## src/design/mlqs_pkg.sv

```systemverilog
// Shared types and constants for the multilevel queue scheduler.
package mlqs_pkg;

   localparam int NUM_LEVELS = 8;
   localparam int LEVEL_W    = 3;
   localparam int CLASS_W    = 2;
   localparam int THREAD_W   = 10;
   localparam int SLICE_W    = 8;
   localparam int TOTAL_W    = 10;
   localparam int CSR_IDX_W  = 4;

   // Reset values of the per-level time slice registers
   localparam logic [SLICE_W-1:0] SLICE_RESET [NUM_LEVELS] =
      '{8'd3, 8'd3, 8'd3, 8'd3, 8'd5, 8'd6, 8'd7, 8'd8};

   typedef enum logic {
      CMD_ENQUEUE = 1'b0,
      CMD_DEQUEUE = 1'b1
   } cmd_type;

   typedef struct packed {
      cmd_type              command;
      logic [THREAD_W-1:0]  thread_id;
      logic [CLASS_W-1:0]   process_class;
      logic                 was_preempted;
   } req_payload_type;

   typedef struct packed {
      logic                 found;
      logic [THREAD_W-1:0]  chosen_thread;
      logic [LEVEL_W-1:0]   chosen_level;
      logic [SLICE_W-1:0]   slice_length;
      logic                 overflow;
      logic [TOTAL_W-1:0]   total_waiting;
   } rsp_payload_type;

   // Per-transfer decision from the level controller to the store and output stage
   typedef struct packed {
      logic                 write_en;
      logic                 read_en;
      logic                 found;
      logic                 overflow;
      logic [LEVEL_W-1:0]   level;
   } ctl_type;

endpackage

```

## src/design/mlqs_level_ctrl.sv

```systemverilog
// Per-level head/tail pointers, fill counts, level selection and running total.
module mlqs_level_ctrl #(
   parameter int QUEUE_DEPTH = 64,
   parameter int PTR_W       = 6,
   parameter int CNT_W       = 7,
   parameter int TOT_W       = 10
) (
   input  logic                          clock,
   input  logic                          reset,
   input  logic                          accept,
   input  mlqs_pkg::cmd_type             command,
   input  logic [mlqs_pkg::LEVEL_W-1:0]  enq_level,
   output mlqs_pkg::ctl_type             ctl,
   output logic [PTR_W-1:0]              ptr,
   output logic [TOT_W-1:0]              total
);

   logic [PTR_W-1:0] head_ff [mlqs_pkg::NUM_LEVELS];
   logic [PTR_W-1:0] tail_ff [mlqs_pkg::NUM_LEVELS];
   logic [CNT_W-1:0] count_ff [mlqs_pkg::NUM_LEVELS];
   logic [TOT_W-1:0] total_ff;

   logic [mlqs_pkg::NUM_LEVELS-1:0] nonempty;
   logic                            any_waiting;
   logic [mlqs_pkg::LEVEL_W-1:0]    deq_level;
   logic                            enq_full;
   logic                            is_deq;
   logic [PTR_W-1:0]                head_sel;
   logic [PTR_W-1:0]                tail_sel;
   logic [PTR_W-1:0]                ptr_next;

   // Lowest-numbered non-empty level wins
   always_comb begin
      deq_level = '0;
      for (int i = mlqs_pkg::NUM_LEVELS - 1; i >= 0; i--) begin
         nonempty[i] = (count_ff[i] != '0);
         if (count_ff[i] != '0) begin
            deq_level = mlqs_pkg::LEVEL_W'(i);
         end
      end
      any_waiting = |nonempty;
   end

   assign is_deq   = (command == mlqs_pkg::CMD_DEQUEUE);
   assign enq_full = (count_ff[enq_level] >= CNT_W'(QUEUE_DEPTH));
   assign head_sel = head_ff[deq_level];
   assign tail_sel = tail_ff[enq_level];

   // Decision for this transfer
   always_comb begin
      ctl.found    = is_deq && any_waiting;
      ctl.overflow = !is_deq && enq_full;
      ctl.level    = is_deq ? deq_level : enq_level;
      ctl.write_en = accept && !is_deq && !enq_full;
      ctl.read_en  = accept && is_deq && any_waiting;
      ptr          = is_deq ? head_sel : tail_sel;
   end

   // Wrap the selected pointer at the queue depth
   assign ptr_next = ({1'b0, ptr} + 1'b1 >= (PTR_W + 1)'(QUEUE_DEPTH)) ? '0 : ptr + 1'b1;

   // Pointer, count and total updates
   always_ff @(posedge clock) begin
      if (reset) begin
         for (int i = 0; i < mlqs_pkg::NUM_LEVELS; i++) begin
            head_ff[i]  <= '0;
            tail_ff[i]  <= '0;
            count_ff[i] <= '0;
         end
         total_ff <= '0;
      end else if (ctl.write_en) begin
         tail_ff[enq_level]  <= ptr_next;
         count_ff[enq_level] <= count_ff[enq_level] + 1'b1;
         total_ff            <= total_ff + 1'b1;
      end else if (ctl.read_en) begin
         head_ff[deq_level]  <= ptr_next;
         count_ff[deq_level] <= count_ff[deq_level] - 1'b1;
         total_ff            <= total_ff - 1'b1;
      end
   end

   assign total = total_ff;

endmodule

```

## config.mk

```make
export PLATFORM = sky130hd
export DESIGN_NAME = mlqs_level_ctrl
export DESIGN_NICKNAME = d
export VERILOG_FILES = /design/src/design/mlqs_pkg.sv /design/src/design/mlqs_level_ctrl.sv
export SDC_FILE = /design/constraint.sdc
export NUM_CORES = 1
export LEC_CHECK = 0
export ABC_CLOCK_PERIOD_IN_PS = 5500
export BUFFER_PORTS_ARGS = -buffer_cell sky130_fd_sc_hd__clkbuf_2
export CORE_ASPECT_RATIO = 1.75
export CORE_UTILIZATION = 35
export CTS_BUF_LIST = sky130_fd_sc_hd__clkbuf_4 sky130_fd_sc_hd__clkbuf_8 sky130_fd_sc_hd__clkbuf_16
export DETAILED_ROUTE_END_ITERATION = 10
export GPL_ROUTABILITY_DRIVEN = 0
export SYNTH_ARGS = -nofsm -noshare
export SYNTH_HDL_FRONTEND = slang
export SYNTH_SLANG_ARGS = --single-unit
export TNS_END_PERCENT = 30
```

## constraint.sdc

```tcl
create_clock -name clock -period 5.5 [get_ports clock]
set_input_delay 0 -clock clock [delete_from_list [all_inputs] [get_ports clock]]
set_output_delay 0 -clock clock [all_outputs]
set_load 0.01 [all_outputs]
```

==> impl_metrics.csv, run 1 <==
group,metric,value,unit
flow_run,maxCapViolations,0,
sta,setup-violations-final,0,
cts,clk_pin_slew_worst_paths,60,ps
cts,cts_inserted_buffers,17,
run_status,outcome,"completed",
placement,dp_hpwl,20.88,mm
yosys,synth_top_area_cell,"sky130_fd_sc_hd__edfxtp_1",
cts,tritoncts_num_sinks,162,
worst_setup_path,cp-endpoint,"count_ff[2][6]",
cts,worst_skew_pair.late_latency,450,ps
die,die-height,211.1,µm
worst_setup_path,critPathLaunch,"count_ff[1][3]",
layout,num_antenna_cells,0,
sta,slew_headroom,46.87,%
worst_setup_path,worst_path_dominant_cell_family,"compound AO/OA/AOI/OAI gates",
drt,dr.pass1.iters,5,
worst_setup_path,crit_required,5710,ps
yosys,ys.flop_type,"sky130_fd_sc_hd__edfxtp_1",
power,p_sw_share,26.61,%
worst_setup_path,crit_path_start_kind,"flop",
worst_setup_path,worst-endpoint-arrival,5090,ps
global_route,grt_usage,23.09,%
global_route,largest_net_degree_at_the_start_of_global_routing,36,
die,die_area,25660,µm²
drt,drc,0,
layout,drive_above_1_share,17.72,%
yosys,yosys_synthesis_warning_count,0,
yosys,syn_nets,817,
worst_setup_path,critPathKind,"flop to flop",
yosys,ys_top_cells_by_area,"sky130_fd_sc_hd__edfxtp_1 52%, sky130_fd_sc_hd__nor2_1 8.1%, sky130_fd_sc_hd__mux4_2 4.1%",
sta,timing.clock.skew,9.785,ps
yosys,number_of_enable_flip_flop_cells_after_synthesis,152,
cts,cts_repair_resize_count,0,
layout,fin_util,41.34,%
die,num_rows,76,
power,p_int,2.492,mW
yosys,seq_area_frac_synth,54.46,%
placement,placed_cell_area,9468,µm²
yosys,post-synth-top-count-cell,"sky130_fd_sc_hd__nor2_1",
layout,areaGrowthSynthToFinish,15.92,%
power,sequentialPowerShare,43.2,%
global_route,grt_antenna_before_repair,0,
power,peakVddDrop,0.0001959,V
hold_path,holdPathStages,2,
sta,finalMaxSlewViolations,0,
yosys,synth_top_cells_by_count,"189 x sky130_fd_sc_hd__nor2_1, 152 x sky130_fd_sc_hd__edfxtp_1, 76 x sky130_fd_sc_hd__nand2_1, 34 x sky130_fd_sc_hd__a21oi_1, 34 x sky130_fd_sc_hd__mux2i_1",
sta,fmaxAchievable,204.8,MHz
power,total_power,3.395,mW
worst_setup_path,end_kind,"flop",
layout,n_fill_cell,2352,
yosys,yosys_register_bits,162,
drt,drt_wl_total,27.75,mm
worst_setup_path,cp.buffers_inverters,2,
power,total_switching_power,903.6,µW
layout,multi_input_comb_area,3739,µm²
power,combinationalPowerShare,16.6,%
drt,vias_per_cell,5.762,
cts,post-cts-setup-buffer-count,0,
layout,nets,875,
cts,ctsHtreeMaxLevel,4,
cts,clk_path_buf_depth,2,
worst_setup_path,cpPeakStageDelay,720,ps
drt,drt_first_iter_violations,562,
sta,fin_setup_tns,0,ps
drt,ant_nets,0,
die,die_width,121.5,µm
die,floorplan.initialDensity,35.66,%
sta,timing.final.hold_violations,0,
cts,tritoncts,"done",
worst_setup_path,r2r_slack,620,ps
placement,numPortBuffers,29,
global_route,grt_pass1_wl,42.38,mm
sta,grt_setup_unrepaired,"no",
cts,postCtsHoldBufs,0,
yosys,synth.avg_cell_area,10.96,µm²
layout,area.sequential,4765,µm²
power,power-per-cell-area,334.8,nW/µm²
worst_setup_path,r2r_end,"count_ff[2][6]",
layout,layoutNonFillerInstCount,1181,
global_route,grt.overflow.total,0,
die,io_pins,30,
worst_setup_path,critPathSlowestCell,"sky130_fd_sc_hd__a2111oi_0",
sta,fin_crit_sh,88.76,%
placement,placed_cells,1149,
power,power.static_leakage,3.886,nW
global_route,via_count_of_the_first_global_routing_pass,6958,
worst_setup_path,ff2ff_path_depth,12,
cts,clock-root-buffer,"sky130_fd_sc_hd__clkbuf_16",
yosys,synthesis.instances,798,
worst_setup_path,critical_path.reg2reg.startpoint,"count_ff[1][3]",
worst_setup_path,worst-path-stages,12,
yosys,synth_top_area_share,52.17,%
worst_setup_path,worstPathCellList,"or4_1 -> or4_1 -> a21o_1 -> o21ai_4 -> buf_4 -> mux2i_1 -> o22ai_1 -> a2111oi_0 -> a311oi_1 -> a311oi_2 -> buf_4 -> nor2_1",
sta,time_the_worst_path_needs_with_i_o_delays_and_setup,4882,ps
hold_path,hold_path.class,"input pin to flop",
drt,wl_per_cell,23.50,µm
die,fp.coreArea,24530,µm²
drt,num_vias,6805,
yosys,syn-cell-area,8748,µm²
worst_setup_path,critical_path.max_fanout,17,
power,share_of_total_power_in_the_clock_network,40.2,%
yosys,asyncSetResetFlopFracSynth,0,%
layout,fin_area,10140,µm²
yosys,synth.lib_cells_used.distinct,75,
sta,timing_worst_slew_pin_value,776.9,ps
==> cell type report <==
type                            instances  area share, %
Sequential cell                       162          46.98
Multi-Input combinational cell        582          36.87
Timing Repair Buffer                   76          5.034
Clock buffer                           17          4.195
Tap cell                              312          3.849
Clock inverter                         15          2.443
Inverter                               17         0.6292
==> stage by stage <==
| stage | setup WS (ps) | hold WS [ps] |
|---|---|---|
| after floorplan | 1265 | 173.9 |
| after global placement | 762.3 | 421.8 |
| after detailed placement | 715.3 | 423.9 |
| after CTS | 684.8 | 38.35 |
| after global routing | 298.5 | 62.05 |
| final | 618.0 | 37.88 |
==> cells in the final DEF, fill, tap and decap left out, drive strengths merged, types with 7 or more instances in the layout <==
cell      n
a211oi   13
a21oi    34
buf      47
clkbuf   46
dfxtp    10
edfxtp  152
ha       11
inv      22
mux2      7
mux2i    34
mux4     16
nand2    76
nand3     8
nor2    199
nor3     19
nor4     12
o211a    10
o21ai    12
xnor2    14
==> power groups by stage <==
| stage | sequential [mW] | clock (mW) | combinational (mW) |
|---|---|---|---|
| 6_report | 1.47 | 1.37 | 0.563 |
| 5_1_grt | 1.47 | 1.42 | 0.614 |
| 4_1_cts | 1.47 | 1.38 | 0.566 |
| 3_5_place_dp | 1.49 | 0 | 0.562 |
| 3_3_place_gp | 1.49 | 0 | 0.555 |
| 2_1_floorplan | 1.48 | 0 | 0.369 |
==> flip-flops by register name, indices dropped and copies added (netlist names) <==
signal and count:
count_ff 56, head_ff 48, total 10, tail_ff 48
==> cells by family after synthesis <==
group | count (synthesis) | share of synthesized area (%)
AO/OA/AOI/OAI | 142 | 12.34
XOR/XNOR | 18 | 1.802
adder cells (fa/ha/maj) | 12 | 1.802
buffers and inverters | 54 | 2.803
flip-flops | 162 | 54.46
multiplexers | 57 | 8.910
AND/OR/NAND/NOR | 353 | 17.88
==> per-layer routing <==
metal	global-route usage (%)	up-vias	part of all wire (%)	wire length, µm
met5	0	-	0	0
met2	42.75	267	56	15530
met4	17.28	0	7.0	1933
li1	-	3087	-	-
met1	22.68	3348	33	9175
met3	3.402	103	4.0	1115
==> worst min path at each step <==
stage / slack, ps / startpoint / to
floorplan: 170 / accept / ctl[5]
global placement: 420 / total[5] / total[5]
detailed placement: 420 / total[9] / total[9]
CTS: 40 / reset / total[1]
global route: 60 / reset / total[9]
finish: 40 / reset / total[9]
Note: power is estimated with default switching activity, not from simulation.
==> run 2, diff against run 1 <==
--- a/config.mk
+++ b/config.mk
@@ -9,7 +9,7 @@
 export BUFFER_PORTS_ARGS = -buffer_cell sky130_fd_sc_hd__clkbuf_2
 export CORE_ASPECT_RATIO = 1.75
 export CORE_UTILIZATION = 35
-export CTS_BUF_LIST = sky130_fd_sc_hd__clkbuf_4 sky130_fd_sc_hd__clkbuf_8 sky130_fd_sc_hd__clkbuf_16
+export CTS_BUF_LIST = sky130_fd_sc_hd__clkbuf_2
 export DETAILED_ROUTE_END_ITERATION = 10
 export GPL_ROUTABILITY_DRIVEN = 0
 export SYNTH_ARGS = -nofsm -noshare
==> run 2 against run 1 <==
Compared with the run above:
- clock skew rose by 35 ps
- global-route usage fell by 0.092 points
- clock power fell by 38%
- highest routed layer unchanged
==> impl_metrics.csv, run 2 (synthesis results as in run 1) <==
group,metric,value,unit
worst_setup_path,critical_path.max_fanout,17,
worst_setup_path,critPathKind,"flop to flop",
die,num_rows,76,
worst_setup_path,r2r_slack,510,ps
layout,areaGrowthSynthToFinish,12.40,%
drt,ant_nets,0,
die,io_pins,30,
layout,largestRegisters,"count_ff: 56 flops, head_ff: 48 flops, tail_ff: 48 flops",
layout,layout_common_cells,"189 x sky130_fd_sc_hd__nor2_1, 152 x sky130_fd_sc_hd__edfxtp_1, 76 x sky130_fd_sc_hd__nand2_1, 46 x sky130_fd_sc_hd__clkbuf_2, 46 x sky130_fd_sc_hd__buf_4",
sta,grt_setup_unrepaired,"no",
power,sequentialPowerShare,50.9,%
layout,max_flop_register,"count_ff",
cts,worst_skew_pair.late_latency,820,ps
layout,mostFrequentLayoutCell,"sky130_fd_sc_hd__nor2_1",
drt,drc,0,
drt,vias_per_cell,5.750,
power,share_of_total_power_in_the_clock_network,29.4,%
power,combinationalPowerShare,19.7,%
power,p_sw_share,29.29,%
run_status,outcome,"completed",
cts,cts_repair_resize_count,0,
cts,ctsHtreeMaxLevel,4,
cts,clk_pin_slew_worst_paths,240,ps
sta,setup-violations-final,0,
drt,drt_first_iter_violations,588,
power,total_switching_power,843.1,µW
placement,dp_hpwl,20.88,mm
sta,timing.clock.skew,44.42,ps
die,floorplan.initialDensity,35.66,%
sta,time_the_worst_path_needs_with_i_o_delays_and_setup,4991,ps
cts,cts_inserted_buffers,17,
sta,fin_hold_ws,96.03,ps
sta,slew_headroom,45.28,%
power,power.static_leakage,3.761,nW
worst_setup_path,crit_required,6110,ps
power,peakVddDrop,0.0001993,V
global_route,grt_pass1_wl,42.16,mm
worst_setup_path,worst-endpoint-arrival,5600,ps
cts,post-cts-setup-buffer-count,0,
worst_setup_path,crit_path_start_kind,"flop",
cts,clock-root-buffer,"sky130_fd_sc_hd__clkbuf_2",
power,p_int,2.035,mW
global_route,grt.overflow.total,0,
worst_setup_path,end_kind,"flop",
cts,clk_path_buf_depth,2,
placement,numPortBuffers,29,
cts,tritoncts_num_sinks,162,
global_route,largest_net_degree_at_the_start_of_global_routing,36,
drt,num_vias,6814,
layout,drive_above_1_share,17.66,%
sta,fin_crit_sh,90.75,%
sta,fmaxAchievable,200.3,MHz
drt,drt_wl_total,27.58,mm
drt,dr.pass1.iters,5,
hold_path,hold_path.class,"input pin to flop",
layout,nets,878,
layout,flip_flop_count_of_the_largest_register_after_layout,56,
cts,tritoncts,"done",
die,die_width,121.5,µm
sta,fin_setup_tns,0,ps
die,fp.coreArea,24530,µm²
sta,timing.final.hold_violations,0,
global_route,grt_usage,23.00,%
die,die-height,211.1,µm
flow_run,maxCapViolations,0,
die,die_area,25660,µm²
power,power-per-cell-area,292.7,nW/µm²
sta,finalMaxSlewViolations,0,
global_route,grt_antenna_before_repair,1,
drt,wl_per_cell,23.28,µm
sta,timing_worst_slew_pin_value,800.1,ps
global_route,via_count_of_the_first_global_routing_pass,6898,
==> run 2: cell types whose count changed in the layout (fill, tap and decap cells not counted), sizes merged <==
cell         change
diode            +1
dlygate4sd3      +3
==> run 2: final cells by class <==
type / count / area [µm²]
multi-input cells: 582 / 3739
flip-flops and latches: 162 / 4765
clock buffers: 17 / 85.08
well taps: 312 / 390.4
clock inverters: 15 / 247.7
diodes: 1 / 2.502
inverters: 17 / 63.81
fillers: 2383 / 14700
repair buffers: 79 / 540.5
==> run 2: final timing paths <==
path	to	startpoint	cells after the start
max	count_ff[2][6]	count_ff[1][3]	12
min	tail_ff[7][5]	enq_level[0]	4
max reg2reg	count_ff[2][6]	count_ff[1][3]	12
min reg2reg	total[2]	total[2]	2
==> run 2: metal layers <==
layer  global-route usage (%)  vias up  wire [µm]
li1                         -     3101          -
met1                    22.29     3351       9079
met2                    43.46      268      15570
met3                    3.861       94       1213
met4                    15.28        0       1722
met5                        0        -          0
==> run 2: repair_timing <==
| action | 4_1_cts | 5_1_grt |
|---|---|---|
| setup endpoints to repair | 0 | 0 |
| hold endpoints to repair | 10 | 0 |
| hold buffers | 3 | 0 |
==> run 2: power groups by stage <==
stage | Combinational, mW | Sequential [mW] | Clock (mW)
6_report | 0.568 | 1.46 | 0.845
5_1_grt | 0.620 | 1.47 | 0.903
4_1_cts | 0.570 | 1.46 | 0.862
3_5_place_dp | 0.562 | 1.49 | 0
3_3_place_gp | 0.555 | 1.49 | 0
2_1_floorplan | 0.369 | 1.48 | 0
==> run 2: per-stage QoR <==
stage / cells / area [µm²] / total power [mW] / worst slack, ps / util, %
2_1_floorplan: 798 / 8748 / 1.848 / 1265 / -
3_3_place_gp: 1149 / 9468 / 2.045 / 762.3 / 38.59
3_5_place_dp: 1149 / 9468 / 2.054 / 715.3 / 38.59
4_1_cts: 1184 / 9831 / 2.896 / 694.7 / 40.07
5_1_grt: 1185 / 9833 / 2.995 / 300.4 / 40.08
6_report: 1185 / 9833 / 2.878 / 508.6 / 40.08
==> run 2: worst max-delay path: stages (launching register included) <==
cell,delay (ps)
sky130_fd_sc_hd__edfxtp_1,470
sky130_fd_sc_hd__or4_1,680
sky130_fd_sc_hd__or4_1,620
sky130_fd_sc_hd__a21o_1,340
sky130_fd_sc_hd__o21ai_4,480
sky130_fd_sc_hd__buf_4,340
sky130_fd_sc_hd__mux2i_1,270
sky130_fd_sc_hd__o22ai_1,150
sky130_fd_sc_hd__a2111oi_0,740
sky130_fd_sc_hd__a311oi_1,140
sky130_fd_sc_hd__a311oi_2,250
sky130_fd_sc_hd__buf_4,240
sky130_fd_sc_hd__nor2_1,60
==> run 3, diff against run 2 <==
--- a/config.mk
+++ b/config.mk
@@ -5,13 +5,14 @@
 export SDC_FILE = /design/constraint.sdc
 export NUM_CORES = 1
 export LEC_CHECK = 0
-export ABC_CLOCK_PERIOD_IN_PS = 5500
+export ABC_CLOCK_PERIOD_IN_PS = 5100
 export BUFFER_PORTS_ARGS = -buffer_cell sky130_fd_sc_hd__clkbuf_2
 export CORE_ASPECT_RATIO = 1.75
 export CORE_UTILIZATION = 35
 export CTS_BUF_LIST = sky130_fd_sc_hd__clkbuf_2
 export DETAILED_ROUTE_END_ITERATION = 10
 export GPL_ROUTABILITY_DRIVEN = 0
+export SKIP_CTS_REPAIR_TIMING = 1
 export SYNTH_ARGS = -nofsm -noshare
 export SYNTH_HDL_FRONTEND = slang
 export SYNTH_SLANG_ARGS = --single-unit
==> constraint.sdc (replaced) <==
create_clock -name clock -period 5.1 [get_ports clock]
set_input_delay 0 -clock clock [delete_from_list [all_inputs] [get_ports clock]]
set_output_delay 0 -clock clock [all_outputs]
set_load 0.01 [all_outputs]
==> run 3 against run 2 <==
Compared with the run above:
- sequential share of layout area decreased by 0.11 points
- via count rose by 1.3%
- power rose by 3.0%
- critical path depth unchanged
- utilization rose by 0.092 points
- routed wire length decreased by 1.3%
- global-route usage down 0.78 points
- worst hold slack got worse by 23 ps
- register-to-register slack worse by 170 ps
- maximum frequency up 4.8%
- combinational power is 8.6% higher
- die area is the same
- largest power group unchanged
==> impl_metrics.csv, run 3 (synthesis results as in run 1) <==
group,metric,value,unit
cts,clk_path_buf_depth,2,
cts,tritoncts,"done",
die,num_rows,76,
worst_setup_path,end_kind,"flop",
global_route,largest_net_degree_at_the_start_of_global_routing,38,
sta,timing_worst_slew_pin_value,965.7,ps
worst_setup_path,crit_required,5700,ps
die,die-height,211.1,µm
run_status,outcome,"completed",
worst_setup_path,crit_path_start_kind,"flop",
drt,dr.pass1.iters,6,
sta,fmaxAchievable,210.1,MHz
power,total_switching_power,940.0,µW
die,floorplan.initialDensity,35.66,%
power,power.static_leakage,3.773,nW
layout,layout_common_cells,"189 x sky130_fd_sc_hd__nor2_1, 152 x sky130_fd_sc_hd__edfxtp_1, 76 x sky130_fd_sc_hd__nand2_1, 47 x sky130_fd_sc_hd__buf_4, 46 x sky130_fd_sc_hd__clkbuf_2",
layout,flip_flop_count_of_the_largest_register_after_layout,56,
worst_setup_path,cp.buffers_inverters,2,
cts,cts_inserted_buffers,17,
flow_run,maxCapViolations,0,
global_route,grt.overflow.total,0,
layout,largestRegisters,"count_ff: 56 flops, head_ff: 48 flops, tail_ff: 48 flops",
global_route,grt_antenna_before_repair,1,
power,power-per-cell-area,300.8,nW/µm²
cts,clk_pin_slew_worst_paths,260,ps
drt,drt_first_iter_violations,629,
drt,drc,0,
worst_setup_path,worst-endpoint-arrival,5360,ps
worst_setup_path,worstPathCellList,"or4_1 -> or4_1 -> a21o_1 -> o21ai_4 -> buf_12 -> mux2i_1 -> o22ai_1 -> a2111oi_0 -> a311oi_1 -> a311oi_2 -> buf_4 -> nor2_1",
placement,dp_hpwl,20.66,mm
global_route,grt_usage,22.21,%
drt,num_vias,6904,
sta,fin_hold_ws,72.80,ps
global_route,via_count_of_the_first_global_routing_pass,6746,
layout,mostFrequentLayoutCell,"sky130_fd_sc_hd__nor2_1",
worst_setup_path,critPathSlowestCell,"sky130_fd_sc_hd__a2111oi_0",
layout,drive_above_1_share,18.38,%
die,fp.coreArea,24530,µm²
sta,fin_setup_tns,0,ps
die,io_pins,30,
power,p_int,2.024,mW
drt,ant_nets,0,
layout,nets,882,
drt,drt_wl_total,27.22,mm
power,p_sw_share,31.71,%
worst_setup_path,critical_path.max_fanout,16,
drt,wl_per_cell,22.89,µm
worst_setup_path,worst_path_dominant_cell_family,"compound AO/OA/AOI/OAI gates",
die,die_area,25660,µm²
drt,vias_per_cell,5.807,
power,sequentialPowerShare,53.2,%
sta,fin_crit_sh,93.35,%
sta,finalMaxSlewViolations,0,
cts,worst_skew_pair.late_latency,810,ps
sta,timing.clock.skew,46.39,ps
placement,numPortBuffers,29,
worst_setup_path,cpPeakStageDelay,790,ps
sta,slew_headroom,35.03,%
worst_setup_path,critPathKind,"flop to flop",
layout,max_flop_register,"count_ff",
cts,tritoncts_num_sinks,162,
power,peakVddDrop,0.0002353,V
power,combinationalPowerShare,20.8,%
die,die_width,121.5,µm
sta,setup-violations-final,0,
sta,time_the_worst_path_needs_with_i_o_delays_and_setup,4761,ps
sta,timing.final.hold_violations,0,
hold_path,hold_path.class,"input pin to flop",
layout,areaGrowthSynthToFinish,12.66,%
power,share_of_total_power_in_the_clock_network,25.9,%
cts,ctsHtreeMaxLevel,4,
sta,grt_setup_unrepaired,"no",
worst_setup_path,critical-path-top-cell-by-count,"sky130_fd_sc_hd__or4_1",
global_route,grt_pass1_wl,40.82,mm
cts,clock-root-buffer,"sky130_fd_sc_hd__clkbuf_2",
## run 3: changes by cell type in the layout (fill, tap and decap cells not counted), moves of 2 or more
cell                        delta
sky130_fd_sc_hd__bufinv_16     -4
sky130_fd_sc_hd__clkinv_4      +3
sky130_fd_sc_hd__clkinv_1      -2
sky130_fd_sc_hd__inv_8         +2
sky130_fd_sc_hd__clkinv_8      +2
sky130_fd_sc_hd__buf_12        +4
## run 3: worst paths after layout
kind,start,to,slack [ps],cells after the start
setup / recovery,count_ff[1][3],count_ff[6][6],340,12
hold / removal,enq_level[0],tail_ff[5][5],70,4
setup reg to reg,count_ff[1][3],count_ff[6][6],340,12
hold reg to reg,total[8],total[8],550,2
## run 3: cell type report
| type | count | area, µm² |
|---|---|---|
| Multi-Input combinational cell | 582 | 3739 |
| Tap cell | 312 | 390.4 |
| Clock inverter | 15 | 192.7 |
| Fill cell | 2431 | 14680 |
| Sequential cell | 162 | 4765 |
| Timing Repair Buffer | 83 | 618.1 |
| Antenna cell | 1 | 2.502 |
| Inverter | 17 | 63.81 |
| Clock buffer | 17 | 85.08 |
## run 3: metal layers
metal  vias up  share of wire, %  wire, µm  GRT usage [%]
met2       331                54     14720          40.11
met1      3340                32      8809          21.82
met3       118               5.0      1361          3.375
li1       3115                 -         -              -
met4         0               8.6      2332          18.69
met5         -                 0         0              0
## run 3: worst reg2reg max path, stage by stage (launching register included)
cell	delay, ps
sky130_fd_sc_hd__edfxtp_1	460
sky130_fd_sc_hd__or4_1	690
sky130_fd_sc_hd__or4_1	610
sky130_fd_sc_hd__a21o_1	350
sky130_fd_sc_hd__o21ai_4	420
sky130_fd_sc_hd__buf_12	230
sky130_fd_sc_hd__mux2i_1	210
sky130_fd_sc_hd__o22ai_1	90
sky130_fd_sc_hd__a2111oi_0	790
sky130_fd_sc_hd__a311oi_1	130
sky130_fd_sc_hd__a311oi_2	280
sky130_fd_sc_hd__buf_4	230
sky130_fd_sc_hd__nor2_1	50
## run 3: through the flow
step	total power [mW]	instance area, µm²	utilization (%)	std cells	setup slack, ps
detailed placement	2.224	9555	38.95	1154	579.2
finish	2.964	9856	40.17	1189	339.3
global route	3.084	9856	40.17	1189	192.8
global placement	2.218	9555	38.95	1154	608.1
CTS	2.978	9833	40.08	1186	547.2
floorplan	1.993	8748	-	798	864.7
## run 3: power by group through the flow
stage / clock [mW] / combinational, mW / sequential (mW)
after floorplan: 0 / 0.398 / 1.59
after global placement: 0 / 0.611 / 1.61
after detailed placement: 0 / 0.617 / 1.61
after CTS: 0.780 / 0.620 / 1.58
after global routing: 0.828 / 0.671 / 1.59
final: 0.769 / 0.617 / 1.58
